**src/sv/tkins_pkg.sv**
```systemverilog
// shared types and constants for the top-k sorted insertion table
package tkins_pkg;

  localparam int RANK_W    = 4;
  localparam int RANK_SPAN = 16;
  localparam int TOTAL_W   = 5;
  localparam int SCORE_W   = 32;
  localparam int BOARD_W   = 32;
  localparam int COLORS_W  = 4;
  localparam int NAME_W    = 64;

  typedef enum logic {
    CMD_INSERT = 1'b0,
    CMD_READ   = 1'b1
  } cmd_t;

  typedef struct packed {
    logic signed [SCORE_W-1:0] score;
    logic signed [BOARD_W-1:0] board;
    logic [COLORS_W-1:0]       colors;
    logic [NAME_W-1:0]         name_low;
    logic [NAME_W-1:0]         name_high;
  } entry_t;

  // status one cell hands to the cell below it
  typedef struct packed {
    logic valid;
    logic keep;
  } link_t;

  // per-cell status gathered by the top level
  typedef struct packed {
    logic hit;
    logic take;
  } cell_stat_t;

endpackage

```
**src/sv/tkins_cell.sv**
```systemverilog
// one rank of the sorted table: holds an entry, compares and shifts down
module tkins_cell import tkins_pkg::*; #(
  parameter int IDX = 0
) (
  input  logic              clk,
  input  logic              rst,
  input  logic              ins,
  input  entry_t            new_entry,
  input  logic [RANK_W-1:0] rank,
  input  link_t             prev,
  input  entry_t            prev_entry,
  output link_t             link,
  output entry_t            entry,
  output entry_t            rd_entry,
  output logic [RANK_W-1:0] pos_code,
  output cell_stat_t        stat
);

  localparam int RankMod = IDX % RANK_SPAN;
  localparam logic [RANK_W-1:0] IdxCode = RankMod[RANK_W-1:0];
  localparam logic InSpan = (IDX < RANK_SPAN);

  logic valid;
  logic keep;
  logic take_new;

  // entries at or above the new score stay put
  assign keep     = valid && ($signed(new_entry.score) <= $signed(entry.score));
  assign take_new = !keep && prev.keep;

  always_ff @(posedge clk) begin
    if (rst) begin
      valid <= 1'b0;
    end else if (ins && !keep) begin
      valid <= take_new | prev.valid;
    end
  end

  always_ff @(posedge clk) begin
    if (ins && !keep) begin
      entry <= take_new ? new_entry : prev_entry;
    end
  end

  assign link     = '{valid: valid, keep: keep};
  assign stat.take = take_new;
  assign stat.hit  = valid && InSpan && (rank == IdxCode);
  assign pos_code = take_new ? IdxCode : '0;
  assign rd_entry = stat.hit ? entry : '0;

endmodule

```
**config.mk**
```make
export PLATFORM = sky130hd
export DESIGN_NAME = tkins_cell
export DESIGN_NICKNAME = d
export VERILOG_FILES = /design/src/sv/tkins_pkg.sv /design/src/sv/tkins_cell.sv
export SDC_FILE = /design/constraint.sdc
export NUM_CORES = 1
export LEC_CHECK = 0
export ABC_AREA = 0
export BUFFER_PORTS_ARGS = -buffer_cell sky130_fd_sc_hd__buf_2
export CELL_PAD_IN_SITES_DETAIL_PLACEMENT = 1
export CELL_PAD_IN_SITES_GLOBAL_PLACEMENT = 1
export CORE_AREA = 2 2 313 315
export CTS_BUF_LIST = sky130_fd_sc_hd__clkbuf_8
export DETAILED_ROUTE_END_ITERATION = 12
export DIE_AREA = 0 0 315 317
export PLACE_DENSITY = 0.35
export SLEW_MARGIN = 10
export SYNTH_ARGS = -nofsm -noshare
export SYNTH_HDL_FRONTEND = slang
export SYNTH_SLANG_ARGS = --single-unit
```
**constraint.sdc**
```tcl
create_clock -name clk -period 14.6 [get_ports clk]
set_input_delay 2.19 -clock clk [delete_from_list [all_inputs] [get_ports clk]]
set_output_delay 2.19 -clock clk [all_outputs]
set_load 0.005 [all_outputs]
```
* Word-level counts from Yosys, hierarchy flattened *
Index checks and enable logic that the tools add are counted.

cells by class
  order comparisons = 1
  multiplexer cells = 2
  bitwise gates (word level) = 1
  reductions and logical operators = 6

operator list
  kind               count
  $mux 196           2
  $le 32x32->1       1
  $logic_and 1x1->1  4
  $logic_not 4->1    1
  $logic_not 1->1    1
  $or 1x1->1         1

word-level totals
  register bits after elaboration = 197
  input bits = 401
  output and inout port bits = 400
  word-level logic and storage cells = 16

* Depth between registers and ports, before layout *
Gate-level depths: netlist (run 1).

  depth in word-level cells = 5
  gate-level depth with buffers = 11
  mapped depth without buffers = 8

* Worst setup path after synthesis (run 1) *
Ideal clock, no wire load.

  path type = input -> register
  start point = input new_entry[195] (netlist bit)
  end point = register entry[0] (netlist bit) (enable)
  library setup time = 0.756 ns
  data arrival time = 11.927 ns
  data required time = 13.844 ns
  setup slack = 1.917 ns
  stages on the path = 6
  buffers on the path = 0
  cell sequence = ha_1 -> nand4_1 -> or4_1 -> a311oi_1 -> nor4_1 -> nor2_1

between the ends
  longest elaborated chain between the ends = 4

RTL lines
  item                    RTL line          text
  start: declaration      tkins_cell.sv:8   input entry_t new_entry,
  $le 32x32->1            tkins_cell.sv:28  assign keep = valid && ($signed(new_entry.score) <= $signed(entry.score));
  $logic_and 1x1->1       tkins_cell.sv:28
  named net keep          tkins_cell.sv:24  logic keep;
  $logic_not 1->1         tkins_cell.sv:40  if (ins && !keep) begin
  $logic_and 1x1->1       tkins_cell.sv:40
  end signal: assignment  tkins_cell.sv:41  entry <= take_new ? new_entry : prev_entry;
  end: declaration        tkins_cell.sv:13  output entry_t entry,

The timed path passes the listed nets, and every way through them passes these cells.
A chain may end at the register's enable or synchronous reset.

==> impl_metrics.yaml, run 1 <==
run_status:
  status: "complete, no violations"
clock_network:
  cts_hold_buf: 0
  clockBufferDepth: 2
  clock_latency_ps: 610
  tritoncts: "built"
  post_cts.repair.setup_buffers: 0
  numCtsBuffers: 17
  cts_htree_levels: 4
  cts.clk_slew.worst_paths_ps: 100
  root_buffer: "clkbuf_8"
  cts_resized: 0
  cts.sinks: 197
route:
  drt-total-wl_mm: 55.6
  viasPerCell: 3.33
  first_iter_violations: 298
  antenna_left: 0
  drcViolationCount: 0
  vias: 9461
  wl_per_cell_um: 19.6
  firstDrtPassIters: 4
cells_and_area:
  fill_cells: 11300
  stdcell_count: 2841
  synthToLayoutAreaGrowth_pct: 55.5
  drive_gt1_frac: 0.582
  nets: 1981
  finalCoreUtilization: 0.170
  fin_area_sq_um: 16400
place:
  placed_area_sq_um: 15900
  pre_cts_ws_ps: 7390
  gp_congestion: 0.789
  io_buffers: 796
  dpl.cell_count: 2804
  dp_hpwl_mm: 45.0
synth:
  synth-compound-area-share: 0.0206
  ys_seq_elements: 197
  synth_top_family_by_area: "multiplexers"
  syn_area_sq_um: 10500
  synth_area_leader_cell: "edfxtp_1"
  synthXorXnorAreaFrac: 0
  synthTopCellsByArea: "edfxtp_1 56%, mux2_1 14%, and2_1 9.8%, mux2_2 7.2%, ha_1 3.8%"
  yosysWarnings: 0
  synth_edf_count: 196
  syn_inst: 772
  synth_flop_cell: "edfxtp_1"
  seq_area_frac_synth: 0.561
  synth_top_area_share: 0.559
  synth_mux_area_frac: 0.210
  ys_top_cells_by_count: "196 x edfxtp_1, 165 x and2_1, 129 x mux2_1"
  synth_cell_types: 35
  syn_avg_cell_area_sq_um: 13.6
  yosys.area_share.simple: 0.130
  synthAdderAreaFrac: 0.0380
  async_reset_ff_frac: 0
  yosysMostFrequentCell: "edfxtp_1"
die:
  dieHeight_um: 317
  dieArea_sq_um: 99900
  start_util: 0.109
  core_sq_um: 96300
  rows: 114
  die_x_um: 315
  ioPinCount: 801
grt:
  met3_usage: 0.0370
  grt_overflow: 0
  use_met1: 0.112
  first_global_vias: 10200
  grt_first_pass_wirelength_mm: 74.6
  grt_util_all_layers: 0.106
  grt_max_degree: 117
  met2_usage: 0.195
  antenna_found_initial: 11
  grt.busiest_layer: "met2"
hold_path:
  hold_class: "reg2reg"
power_and_ir_drop:
  leakage_nw: 7.48
  sw_frac_of_total: 0.299
  p_clk_frac: 0.287
  comb_power_share: 0.200
  p_sw_mw: 0.429
  seqPwrFrac: 0.514
  power_density_nw_per_um2: 87.6
  total_power_mw: 1.43
  intPower_mw: 1.00
  ir_drop_mv: 0.0660
timing:
  setup-tns-final_ps: 0
  tightestPinTransition_ps: 967
  finalCritPeriodShare: 0.486
  fin_crit_ps: 7100
  fin_ws_ps: 7500
  finalHoldViolCount: 0
  slew_headroom: 0.356
  fin_skew_ps: 36.9
  fin_hold_ws_ps: 772
  final-max-slew-violation-count: 0
  fmax_mhz: 141
  rsz0062_at_grt: "no"
  finalSetupViolations: 0
flow_run:
  maxCapViolCount: 0
critical_path:
  crit_fanout: 3
  arrival_ps: 4910
  start_kind: "primary input"
  crit_type: "in2out"
  worstPathRequired_ps: 12410
  endpoint_kind: "output pin"
cell type report:
cell class	instances	area, sq um	share of cell area
flip-flops and latches	197	5910	0.361
clock inverters	15	165	0.0101
multi-input cells	486	4220	0.258
well taps	1276	1600	0.0975
inverters	36	135	0.00825
diodes	4	10.0	0.000611
clock buffers	17	234	0.0143
repair buffers	810	4110	0.251
final timing paths:
path,start,end,slack (ps),cells past startpoint
max reg2reg,entry[188]$_DFFE_PP_,entry[129]$_DFFE_PP_,9310,10
min reg2reg,valid$_SDFFE_PP0P_,valid$_SDFFE_PP0P_,770,3
min,valid$_SDFFE_PP0P_,valid$_SDFFE_PP0P_,770,3
max,new_entry[190],link[0],7500,8
cells by family (layout without fill, tap and decap cells):
logic type               after synthesis  after routing
AO/OA/AOI/OAI                         31             31
flip-flops                           197            197
AND/OR/NAND/NOR                      223            223
adder cells (fa/ha/maj)               32             32
buffers and inverters                 92            878
multiplexers                         196            196
other                                  1              8
sequential cells by signal (all words and copies together) (netlist names):
register / cells
entry: 196
valid: 1
power by group through the flow:
| stage | clock network [mW] | registers (mW) | logic [mW] |
|---|---|---|---|
| 3_3_place_gp | 0 | 0.752 | 0.296 |
| 4_1_cts | 0.442 | 0.740 | 0.297 |
| 3_5_place_dp | 0 | 0.752 | 0.296 |
| 6_report | 0.411 | 0.736 | 0.287 |
| 5_1_grt | 0.456 | 0.744 | 0.318 |
| 2_1_floorplan | 0 | 0.752 | 0.126 |
layout by cell type (no fill, tap or decap), drive strengths merged, types with 4 or more instances in the layout:
master	count
and2	165
a21oi	15
diode	4
clkbuf	17
inv	40
nor4	32
edfxtp	196
mux2	196
clkinv	7
o21ai	5
nand2	6
ha	32
buf	810
conb	4
nand4	8
layer usage:
layer,part of all wire,up-vias
li1,-,4356
met1,0.37,4620
met2,0.54,435
met3,0.078,44
met4,0.020,6
met5,0.00065,-
worst max-delay path, cell delays in order:
cell	delay, ps
buf_2	130
ha_1	300
nand4_1	230
or4_1	620
o21ai_1	220
a311oi_1	120
nor4_1	830
buf_2	260
Note: power is estimated with default switching activity, not from simulation.
==> inputs of run 2 (changes only) <==
CORE_AREA = 2 2 311 313   (was 2 2 313 315)
DIE_AREA = 0 0 313 315   (was 0 0 315 317)
PLACE_DENSITY = 0.37   (was 0.35)
clock period = 5.8 ns   (was 14.6 ns; I/O delays follow)
==> run 2 against run 1 <==
  * Routed wire length increased by 0.20%
  * Sequential power grew to 2.5 times the previous value
  * Sequential cell count unchanged
  * Critical endpoint is now stat[0]
==> impl_metrics.yaml, run 2 (synthesized netlist as in run 1, its figures left out) <==
grt:
  first_global_vias: 10200
  grt_overflow: 0
  antenna_found_initial: 10
  grt_max_degree: 98
  grt_util_all_layers: 0.108
  grt_first_pass_wirelength_mm: 75.7
cells_and_area:
  final_cell_mix: "796 x buf_2, 196 x edfxtp_1, 165 x and2_1"
  synthToLayoutAreaGrowth_pct: 55.7
  largest_reg_flops: 196
  final_common_cell: "buf_2"
  largest-register: "entry"
  seq_area_sq_um: 5910
  multiInputGateArea_sq_um: 4230
  fill_cells: 11200
  drive_gt1_frac: 0.583
  top_regs: "entry x196, valid x1"
  nets: 1980
die:
  core_sq_um: 95700
  start_util: 0.110
  ioPinCount: 801
  dieHeight_um: 315
  die_x_um: 313
  dieArea_sq_um: 98600
  rows: 114
critical_path:
  crit_fanout: 35
  worstPathRequired_ps: 4930
  reg2reg_depth: 10
  endpoint_kind: "output pin"
  crit_type: "reg2out"
  arrival_ps: 3630
  start_kind: "flip-flop"
timing:
  fin_ws_ps: 1300
  slew_headroom: 0.417
  finalHoldViolCount: 0
  finalSetupViolations: 0
  setup-tns-final_ps: 0
  tightestPinTransition_ps: 875
  rsz0062_at_grt: "no"
  final-max-slew-violation-count: 0
  fin_crit_ps: 4500
  fmax_mhz: 222
  fin_hold_ws_ps: 546
  finalCritPeriodShare: 0.775
  fin_skew_ps: 20.6
clock_network:
  numCtsBuffers: 17
  cts_htree_levels: 4
  root_buffer: "clkbuf_8"
  cts_hold_buf: 0
  cts_resized: 0
  cts.clk_slew.worst_paths_ps: 120
  tritoncts: "built"
  clock_latency_ps: 590
  clockBufferDepth: 2
  cts.sinks: 197
  post_cts.repair.setup_buffers: 0
run_status:
  status: "complete, no violations"
place:
  pre_cts_ws_ps: 1320
  io_buffers: 796
  gp_congestion: 0.813
  dp_hpwl_mm: 45.2
hold_path:
  hold_depth: 2
  hold_class: "in2reg"
route:
  antenna_left: 0
  first_iter_violations: 359
  drcViolationCount: 0
  drt-total-wl_mm: 55.7
  firstDrtPassIters: 4
  viasPerCell: 3.30
  wl_per_cell_um: 19.6
  vias: 9377
power_and_ir_drop:
  p_clk_frac: 0.273
  sw_frac_of_total: 0.309
  total_power_mw: 3.56
  seqPwrFrac: 0.521
  p_sw_mw: 1.10
  comb_power_share: 0.206
  ir_drop_mv: 0.165
  leakage_nw: 7.47
  intPower_mw: 2.46
  power_density_nw_per_um2: 217
flow_run:
  maxCapViolCount: 0
## run 2: cell count changes in the layout (fill, tap and decap cells not counted), sizes merged
cell      change
clkinv        -3
diode         +2
buf           -1
bufinv        -2
inv           +4
clkinvlp      +1
## run 2: routing by layer
| metal | up-vias | global-route usage | wire length (um) |
|---|---|---|---|
| li1 | 4363 | - | - |
| met1 | 4559 | 0.120 | 21500 |
| met2 | 406 | 0.197 | 29600 |
| met3 | 39 | 0.0362 | 3900 |
| met4 | 10 | 0.0272 | 651 |
| met5 | - | 0 | 71 |
## run 2: worst paths after layout
path,end,startpoint,slack [ps]
setup reg to reg,entry[44]$_DFFE_PP_,entry[195]$_DFFE_PP_,1880
setup / recovery,stat[0],entry[195]$_DFFE_PP_,1300
hold / removal,valid$_SDFFE_PP0P_,prev[1],550
hold reg to reg,valid$_SDFFE_PP0P_,valid$_SDFFE_PP0P_,750
## run 2: per-stage QoR
step | instance area [sq um] | util | instances
global placement | 16000 | 0.167 | 2804
detailed placement | 16000 | 0.167 | 2804
finish | 16400 | 0.171 | 2842
global route | 16400 | 0.171 | 2839
floorplan | 10600 | - | 775
CTS | 16400 | 0.171 | 2836
## run 2: power groups by stage
stage	clock, mW	combinational, mW	sequential, mW
CTS	1.07	0.761	1.86
floorplan	0	0.319	1.87
global placement	0	0.755	1.89
finish	0.972	0.734	1.85
detailed placement	0	0.758	1.89
global route	1.09	0.815	1.87
## run 2: cell type report
type                    instances  share of cell area
clock buffers                  17              0.0143
inverters                      36             0.00824
clock inverters                15             0.00786
diodes                          6            0.000916
flip-flops and latches        197               0.360
multi-input cells             486               0.258
well taps                    1276              0.0974
repair buffers                809               0.253
## run 2: critical path, stage by stage (launching register included)
cell and delay, ps:
edfxtp_1 380, inv_1 80, ha_1 390, nand4_1 230, or4_1 640, o21ai_1 230, o21ba_2 210, o41ai_4 350
buf_12 280, inv_1 80, buf_2 130
==> inputs of run 3 (changes only) <==
ABC_AREA = 1   (was 0)
CORE_AREA = 2 2 308 310   (was 2 2 311 313)
DIE_AREA = 0 0 310 312   (was 0 0 313 315)
PLACE_DENSITY = 0.41   (was 0.37)
clock period = 3.9 ns   (was 5.8 ns; I/O delays follow)
==> run 3 against run 2 <==
  * Utilization grew 1.2 points
  * Sequential power up 52%
  * Via count is 30% higher
  * Clock skew is 3.3 ps higher
  * Clock power is 56% higher
  * Routed wire length up 7.6%
  * Setup slack lost 780 ps
  * Area after synthesis is 6.2% higher
  * Critical path type unchanged
  * Largest cell class unchanged
  * Largest power group unchanged
  * Highest routed layer unchanged
==> impl_metrics.yaml, run 3 <==
grt:
  antenna_found_initial: 12
  grt_max_degree: 98
  grt_overflow: 0
  grt_first_pass_wirelength_mm: 85.0
  first_global_vias: 12800
  grt_util_all_layers: 0.119
cells_and_area:
  nets: 2586
  synthToLayoutAreaGrowth_pct: 52.6
  largest_reg_flops: 196
  fin_area_sq_um: 17100
  top_regs: "entry x196, valid x1"
  drive_gt1_frac: 0.399
  stdcell_count: 3425
  final_cell_mix: "795 x buf_2, 427 x nand2_1, 210 x inv_1"
  largest-register: "entry"
  final_common_cell: "buf_2"
critical_path:
  startpoint: "entry[169]$_DFFE_PP_"
  start_kind: "flip-flop"
  crit_fanout: 27
  endpoint_kind: "output pin"
  cpMaxStageDelayCell: "edfxtp_1"
  path_common_cell: "nand2_1"
  arrival_ps: 2790
  worstPathRequired_ps: 3310
  crit_type: "reg2out"
  r2r_start: "entry[169]$_DFFE_PP_"
  max_stage_delay_ps: 420
  cp_cell_sequence: "inv_1 -> ha_1 -> a21oi_1 -> nor2_1 -> nor2_1 -> nand2_1 -> nand2_1 -> nand2_1 -> nand2_1 -> nand2_1 -> nand2_1 -> nand3_2 -> nand2_8 -> nand2_8 -> inv_1 -> buf_2"
synth:
  syn_avg_cell_area_sq_um: 7.99
  ys_seq_elements: 197
  synth_top_area_share: 0.526
  seq_area_frac_synth: 0.528
  synthTopCellsByArea: "edfxtp_1 53%, nand2_1 14%, nand3_1 9.0%, inv_1 7.0%, nor2_1 7.0%"
  yosysWarnings: 0
  syn_area_sq_um: 11200
  synth_area_leader_cell: "edfxtp_1"
  synthAdderAreaFrac: 0.0358
  synth_top_family_by_area: "simple AND/OR/NAND/NOR gates"
  synth_mux_area_frac: 0
  ys_top_cells_by_count: "428 x nand2_1, 210 x inv_1, 208 x nor2_1"
  synthXorXnorAreaFrac: 0
  syn_inst: 1399
  yosysMostFrequentCell: "nand2_1"
  synth_cell_types: 24
  synth-compound-area-share: 0.00962
  async_reset_ff_frac: 0
  synth_flop_cell: "edfxtp_1"
  yosys.area_share.simple: 0.309
  synth_edf_count: 196
hold_path:
  hold_class: "in2reg"
  min_from: "rst"
timing:
  fin_crit_ps: 3380
  finalHoldViolCount: 0
  final-max-slew-violation-count: 0
  finalSetupViolations: 0
  tightestPinTransition_ps: 635
  fin_hold_ws_ps: 274
  fin_skew_ps: 23.9
  fmax_mhz: 296
  fin_ws_ps: 524
  slew_headroom: 0.576
  rsz0062_at_grt: "no"
  finalCritPeriodShare: 0.866
run_status:
  status: "complete, no violations"
place:
  gp_congestion: 0.813
  placed_area_sq_um: 16700
  dpl.cell_count: 3388
  dp_hpwl_mm: 47.8
  io_buffers: 796
  pre_cts_ws_ps: 729
die:
  dieHeight_um: 312
  rows: 112
  dieArea_sq_um: 96700
  start_util: 0.120
  ioPinCount: 801
  core_sq_um: 93000
  die_x_um: 310
route:
  drcViolationCount: 0
  wl_per_cell_um: 17.5
  viasPerCell: 3.55
  vias: 12200
  drt-total-wl_mm: 59.9
  firstDrtPassIters: 4
  first_iter_violations: 572
  antenna_left: 0
clock_network:
  post_cts.repair.setup_buffers: 0
  cts.sinks: 197
  cts.clk_slew.worst_paths_ps: 120
  cts_hold_buf: 0
  clock_latency_ps: 560
  cts_htree_levels: 4
  tritoncts: "built"
  cts_resized: 0
  root_buffer: "clkbuf_8"
  numCtsBuffers: 17
  clockBufferDepth: 2
power_and_ir_drop:
  ir_drop_mv: 0.224
  power_density_nw_per_um2: 335
  leakage_nw: 9.43
flow_run:
  maxCapViolCount: 0
-- run 3: changes by cell type in the layout (fill, tap and decap cells not counted), sizes merged, moves of 3 or more --
cell	previous run	this run
inv	44	219
nand4	8	2
nand3	2	202
nand2	6	430
o21ai	5	2
nor2	3	208
nor4	32	0
and2	165	1
mux2	196	0
buf	809	824
-- run 3: worst max-delay path: cells and delay by family, from the launching register on --
family | cells | cell delay, ps
buffers and inverters | 3 | 340
DFF | 1 | 420
adders and majority gates | 1 | 250
AOI/OAI and AO/OA | 1 | 180
and+or+nand+nor | 11 | 1050
-- run 3: final cells by class --
cell class | instances | area, sq um
fill | 11400 | 76000
timing repair buffer | 824 | 4350
antenna | 6 | 15.0
clock buffer | 17 | 234
sequential | 197 | 5910
clock inverter | 14 | 168
multi-input combinational | 902 | 4030
inverter | 211 | 797
tap | 1254 | 1570
-- run 3: cells by family after synthesis --
| family | count (synthesis) |
|---|---|
| AO/OA/AOI/OAI | 20 |
| adder cells (fa/ha/maj) | 32 |
| buffers and inverters | 303 |
| flip-flops | 197 |
| other | 1 |
| AND/OR/NAND/NOR | 846 |
-- run 3: final timing paths --
kind	to	slack, ps	cells past startpoint
hold / removal	valid$_SDFFE_PP0P_	270	4
setup / recovery	stat[0]	520	16
setup reg to reg	entry[66]$_DFFE_PP_	990	17
hold reg to reg	valid$_SDFFE_PP0P_	740	4
-- run 3: stage by stage --
| stage | power [mW] | util | setup TNS (ps) |
|---|---|---|---|
| floorplan | 3.48 | - | -240240 |
| CTS | 5.89 | 0.183 | 0 |
| finish | 5.72 | 0.183 | 0 |
| global placement | 4.29 | 0.179 | 0 |
| detailed placement | 4.30 | 0.179 | 0 |
| global route | 6.09 | 0.183 | 0 |
-- run 3: per-layer routing --
layer | global-route usage | routed length [um]
met1 | 0.128 | 22600
met2 | 0.225 | 32000
met3 | 0.0368 | 4630
met4 | 0.0253 | 603
met5 | 0 | 83
-- run 3: where the power goes --
part | switching (mW) | internal [mW]
sequential | 0.169 | 2.65
combinational | 0.826 | 0.557
clock | 0.928 | 0.588
total | 1.92 | 3.79
